===== config.mk =====
export PLATFORM = sky130hd
export DESIGN_NAME = qte_cordic
export DESIGN_NICKNAME = d
export VERILOG_FILES = /design/src/sv/assert_macros.svh /design/src/sv/qte_pkg.sv /design/src/sv/qte_cordic.sv
export SDC_FILE = /design/constraint.sdc
export NUM_CORES = 2
export LEC_CHECK = 0
export BUFFER_PORTS_ARGS = -buffer_cell sky130_fd_sc_hd__buf_2
export CORE_ASPECT_RATIO = 1.25
export CORE_MARGIN = 2
export CORE_UTILIZATION = 59
export DETAILED_ROUTE_END_ITERATION = 8
export HOLD_SLACK_MARGIN = 0.06
export PLACE_DENSITY_LB_ADDON = 0.12
export SYNTH_ARGS = -nofsm -noshare
export SYNTH_HDL_FRONTEND = slang
export SYNTH_SLANG_ARGS = --single-unit

===== constraint.sdc =====
create_clock -name clock -period 6.4 [get_ports clock]
set_input_delay 0.64 -clock clock [delete_from_list [all_inputs] [get_ports clock]]
set_output_delay 0.64 -clock clock [all_outputs]
set_load 0.01 [all_outputs]

===== src/sv/assert_macros.svh =====
// assertion macros used by the quaternion to euler angles unit
`ifndef ASSERT_MACROS_SVH
`define ASSERT_MACROS_SVH

// same-cycle implication
`define ASSERT_IMPLIES(lbl, clk, rst, ante, cons, msg) \
   lbl: assert property (@(posedge clk) disable iff (rst) (ante) |-> (cons)) \
      else $error(msg);

// next-cycle implication
`define ASSERT_NEXT(lbl, clk, rst, ante, cons, msg) \
   lbl: assert property (@(posedge clk) disable iff (rst) (ante) |=> (cons)) \
      else $error(msg);

`endif


===== src/sv/qte_pkg.sv =====
// constants and tables for the quaternion to euler angle converter
`default_nettype none
package qte_pkg;

   localparam int ZW          = 26;
   localparam int UW          = 31;
   localparam int SQW         = 64;
   localparam int SQRT_STEPS  = 32;
   localparam int ROLL_W      = 16;
   localparam int PITCH_W     = 15;
   localparam int OUT_180     = 23040;
   localparam int OUT_90      = 11520;
   localparam int ANG_90      = 2949120;

   // atan(2^-i) in 2^-15 degree
   localparam logic [21:0] ATAN_TABLE [32] = '{
      22'd1474560, 22'd870484, 22'd459940, 22'd233473,
      22'd117189,  22'd58652,  22'd29333,  22'd14667,
      22'd7334,    22'd3667,   22'd1833,   22'd917,
      22'd458,     22'd229,    22'd115,    22'd57,
      22'd29,      22'd14,     22'd7,      22'd4,
      22'd2,       22'd1,      22'd0,      22'd0,
      22'd0,       22'd0,      22'd0,      22'd0,
      22'd0,       22'd0,      22'd0,      22'd0
   };

endpackage
`default_nettype wire


===== src/sv/qte_cordic.sv =====
// pipelined vectoring cordic giving a rounded and clamped atan2
`default_nettype none
module qte_cordic
   import qte_pkg::*;
#(
   parameter int WIDTH = 34,
   parameter int STEPS = 16,
   parameter int LIMIT = 23040,
   parameter int OUT_W = 16
) (
   input  wire logic                    clock,
   input  wire logic                    enable,
   input  wire logic signed [WIDTH-1:0] y_in,
   input  wire logic signed [WIDTH-1:0] x_in,
   output logic signed [OUT_W-1:0]      angle_out
);

   localparam logic signed [ZW-1:0] LIM = ZW'(LIMIT);

   logic signed [WIDTH-1:0] x_ff [0:STEPS];
   logic signed [WIDTH-1:0] y_ff [0:STEPS];
   logic signed [ZW-1:0]    z_ff [0:STEPS];
   logic                    nil_ff [0:STEPS];
   logic signed [WIDTH-1:0] x_in_a [1:STEPS];
   logic signed [WIDTH-1:0] y_in_a [1:STEPS];
   logic signed [ZW-1:0]    z_in_a [1:STEPS];
   logic signed [WIDTH-1:0] x0_in, y0_in;
   logic signed [ZW-1:0]    z0_in;
   logic signed [ZW-1:0]    r_in, rc_in;
   logic signed [OUT_W-1:0] angle_ff;

   // quadrant pre-rotation
   always_comb begin
      x0_in = x_in;
      y0_in = y_in;
      z0_in = '0;
      if (x_in < 0) begin
         if (y_in >= 0) begin
            x0_in = y_in;
            y0_in = -x_in;
            z0_in = ZW'(ANG_90);
         end else begin
            x0_in = -y_in;
            y0_in = x_in;
            z0_in = -ZW'(ANG_90);
         end
      end
   end

   always_comb begin
      for (int k = 0; k < STEPS; k++) begin
         if (y_ff[k] > 0) begin
            x_in_a[k+1] = x_ff[k] + (y_ff[k] >>> k);
            y_in_a[k+1] = y_ff[k] - (x_ff[k] >>> k);
            z_in_a[k+1] = z_ff[k] + $signed(ZW'(ATAN_TABLE[k]));
         end else begin
            x_in_a[k+1] = x_ff[k] - (y_ff[k] >>> k);
            y_in_a[k+1] = y_ff[k] + (x_ff[k] >>> k);
            z_in_a[k+1] = z_ff[k] - $signed(ZW'(ATAN_TABLE[k]));
         end
      end
   end

   always_comb begin
      r_in = (z_ff[STEPS] + ZW'(128)) >>> 8;
      if (nil_ff[STEPS]) begin
         rc_in = '0;
      end else if (r_in > LIM) begin
         rc_in = LIM;
      end else if (r_in < -LIM) begin
         rc_in = -LIM;
      end else begin
         rc_in = r_in;
      end
   end

   always_ff @(posedge clock) begin
      if (enable) begin
         x_ff[0]   <= x0_in;
         y_ff[0]   <= y0_in;
         z_ff[0]   <= z0_in;
         nil_ff[0] <= (x_in == 0) && (y_in == 0);
         for (int k = 1; k <= STEPS; k++) begin
            x_ff[k]   <= x_in_a[k];
            y_ff[k]   <= y_in_a[k];
            z_ff[k]   <= z_in_a[k];
            nil_ff[k] <= nil_ff[k-1];
         end
         angle_ff <= OUT_W'(rc_in);
      end
   end

   assign angle_out = angle_ff;

endmodule
`default_nettype wire


==> flow_summary.yaml <==
sta:
  whs_ps: 140.2
  tightestPinTransition_ps: 1231
  finalHoldViolCount: 0
  rsz0062_at_grt: "true"
  setup_violations: 0
  fin_crit_ps: 6221
  maxSlewViolCount: 0
  slew_headroom_pct: 17.92
  fmaxAchievable_mhz: 160.8
  skew_ps: 37.09
  period_share_pct: 97.20
critical_path:
  worst_setup_path_start_kind: "flip-flop"
  worst_setup_path_end_kind: "flip-flop"
  path_max_fanout: 18
  critPathRequiredTime_ps: 6990
  crit_type: "flip-flop to flip-flop"
  cp.arrival_ps: 6810
logic_synthesis:
  synth_commonest_cells: "edfxtp_1 (1438), ha_1 (1363), a21oi_1 (1280)"
  syn_avg_cell_area_um2: 9.471
  yosysMostFrequentCell: "edfxtp_1"
  syn_area_mm2: 0.1227
  yosysTopAreaCell: "edfxtp_1"
  synthArstFlopShare_pct: 0
  synth_top_area_share_pct: 35.18
  yosys_warnings: 0
  synth_cell_type_count: 88
  synth.area.top_cells: "edfxtp_1 (35%), ha_1 (14%), xnor2_1 (8.9%)"
  seq_area_frac_synth_pct: 35.18
  synth_edf_count: 1438
  syn_nets: 14440
  synthCells: 12960
  ys_ff_latch: 1438
  synth_ff_type: "edfxtp_1"
routing:
  dr.pass1.iters: 7
  wl_mm: 346.1
  num_vias: 101900
  drc: 0
  drtIter0Drc: 7704
  wl_per_cell_um: 21.18
  drtAntennaViolNets: 0
  avgViaCountPerCell: 6.234
floorplanning:
  die_x_um: 412.0
  die_h_um: 514.0
  die-area_mm2: 0.2117
  ios: 86
  start_util_pct: 59.21
  core_mm2: 0.2073
  rows: 187
final_layout:
  n_fill_cell: 17050
  layout.cells.non_filler: 16340
  fin_nets: 14940
  drive_gt1_share_pct: 7.217
  syn_to_final_growth_pct: 10.22
clock_network:
  cts_tree: "built"
  cts_made_buffers: 161
  cts.sinks: 1438
  insertion_delay_ps: 860
  htree_levels: 4
  cts-root-buf: "clkbuf_16"
  cts_max_path_buffers: 3
  clkTransAtPathRegs_ps: 60
min_path:
  hold_path_class: "input port to flip-flop"
grt:
  grt_pass1_wl_mm: 534.9
  grt_start_max_net_pins: 173
  first_global_vias: 98840
  track_usage_pct: 31.67
  grt_remaining_overflow: 0
  grt_antenna_before_repair: 10
run:
  drv_cap: 0
placed_design:
  gp_congestion: 0.9915
  dp_cells: 16020
  place_hpwl_mm: 273.9
  port_buffers: 85
run_status:
  status: "completed"
-- routing by layer --
metal | GRT usage [%] | vias to the layer above | part of all wire (%) | wire (um)
met4 | 16.83 | 6 | 5.9 | 20270
li1 | - | 49150 | - | -
met2 | 53.70 | 3186 | 47 | 164000
met3 | 4.197 | 802 | 5.6 | 19450
met1 | 39.14 | 48710 | 41 | 142300
met5 | 0 | - | 0.013 | 46
-- cells by family (layout without fill, tap and decap cells) --
| family | count (synthesis) | in the layout | share of synthesized area, % |
|---|---|---|---|
| AND/OR/NAND/NOR | 3466 | 3467 | 13.81 |
| XOR/XNOR | 1860 | 1860 | 13.27 |
| multiplexers | 37 | 37 | 0.3140 |
| flip-flops | 1438 | 1438 | 35.18 |
| AO/OA/AOI/OAI | 3948 | 3948 | 20.35 |
| other | 0 | 5 | 0 |
| buffers and inverters | 806 | 1438 | 2.504 |
| adder cells (fa/ha/maj) | 1405 | 1405 | 14.58 |
-- placed cells by master, fill, tap and decap left out, types with 186 or more instances in the layout --
| cell | count |
|---|---|
| nor3_1 | 303 |
| ha_1 | 1363 |
| nor2_1 | 1057 |
| nand3_1 | 224 |
| a21o_1 | 534 |
| a21oi_1 | 1272 |
| edfxtp_1 | 1438 |
| inv_1 | 595 |
| buf_4 | 433 |
| nand2b_1 | 204 |
| xor2_1 | 607 |
| nor2b_1 | 186 |
| o21a_1 | 223 |
| nand2_1 | 708 |
| o21ai_0 | 758 |
| xnor2_1 | 1253 |
-- registers in the layout, summed over array words and instances, names as in the netlist --
signal     cells
x_ff         495
y_ff         544
z_ff         366
angle_out     16
nil_ff        17
-- critical path: stages, from the launching register on --
cell       delay (ps)
edfxtp_1          390
or4_4             570
or3_4             340
or3_4             370
nor3b_4           230
and4bb_4          280
nand3_2           110
or4_4             450
nor2b_4           190
buf_4             240
o41ai_2            80
xnor2_1           160
ha_1              260
a21o_1            160
a21o_1            170
a21o_1            190
a2111oi_1         370
buf_4             180
nand3_1           130
a32oi_2           220
a311oi_2          140
a21oi_1           220
o21ai_0           170
a211oi_2          240
xnor2_1           100
-- per-stage QoR --
stage | worst slack, ps | utilization, % | instance area [um^2] | setup TNS [ps]
detailed placement | -177.9 | 62.37 | 129300 | -310.1
CTS | 45.29 | 65.01 | 134800 | 0
finish | 179.3 | 65.26 | 135300 | 0
global route | -61.64 | 65.26 | 135300 | -203.1
global placement | -187.9 | 62.37 | 129300 | -187.9
floorplan | 2.793 | - | 122800 | 0
-- final cells by class --
| cell class | count | area [um^2] | share of cell area [%] |
|---|---|---|---|
| multi-input combinational | 10720 | 76960 | 56.88 |
| sequential | 1438 | 43180 | 31.92 |
| clock buffer | 191 | 4163 | 3.077 |
| timing repair buffer | 533 | 3961 | 2.928 |
| tap | 2740 | 3428 | 2.534 |
| inverter | 609 | 2295 | 1.696 |
| clock inverter | 105 | 1295 | 0.9572 |
| antenna | 5 | 12.51 | 0.009248 |
-- final timing paths --
kind / start / to / slack, ps / cells past startpoint
worst max register to register: y_ff[0][184] / y_ff[0][236] / 180 / 24
worst min-delay path: y_in[31] / y_ff[0][31] / 140 / 2
worst max-delay path: y_ff[0][184] / y_ff[0][236] / 180 / 24
worst min register to register: nil_ff[5] / nil_ff[6] / 410 / 0
-- timing repair --
action                                  CTS  global route
endpoints found under the setup margin   10           132
gates cloned                              0             1
buffers inserted                          0            15
gates resized for setup                   5           103
pin swaps                                 0            13
hold buffers                              1             0
endpoints found under the hold margin     1             0
Power is left out: the tool's default activity adds up to more than one toggle a clock period on the data nets, which glitch-free logic cannot reach.
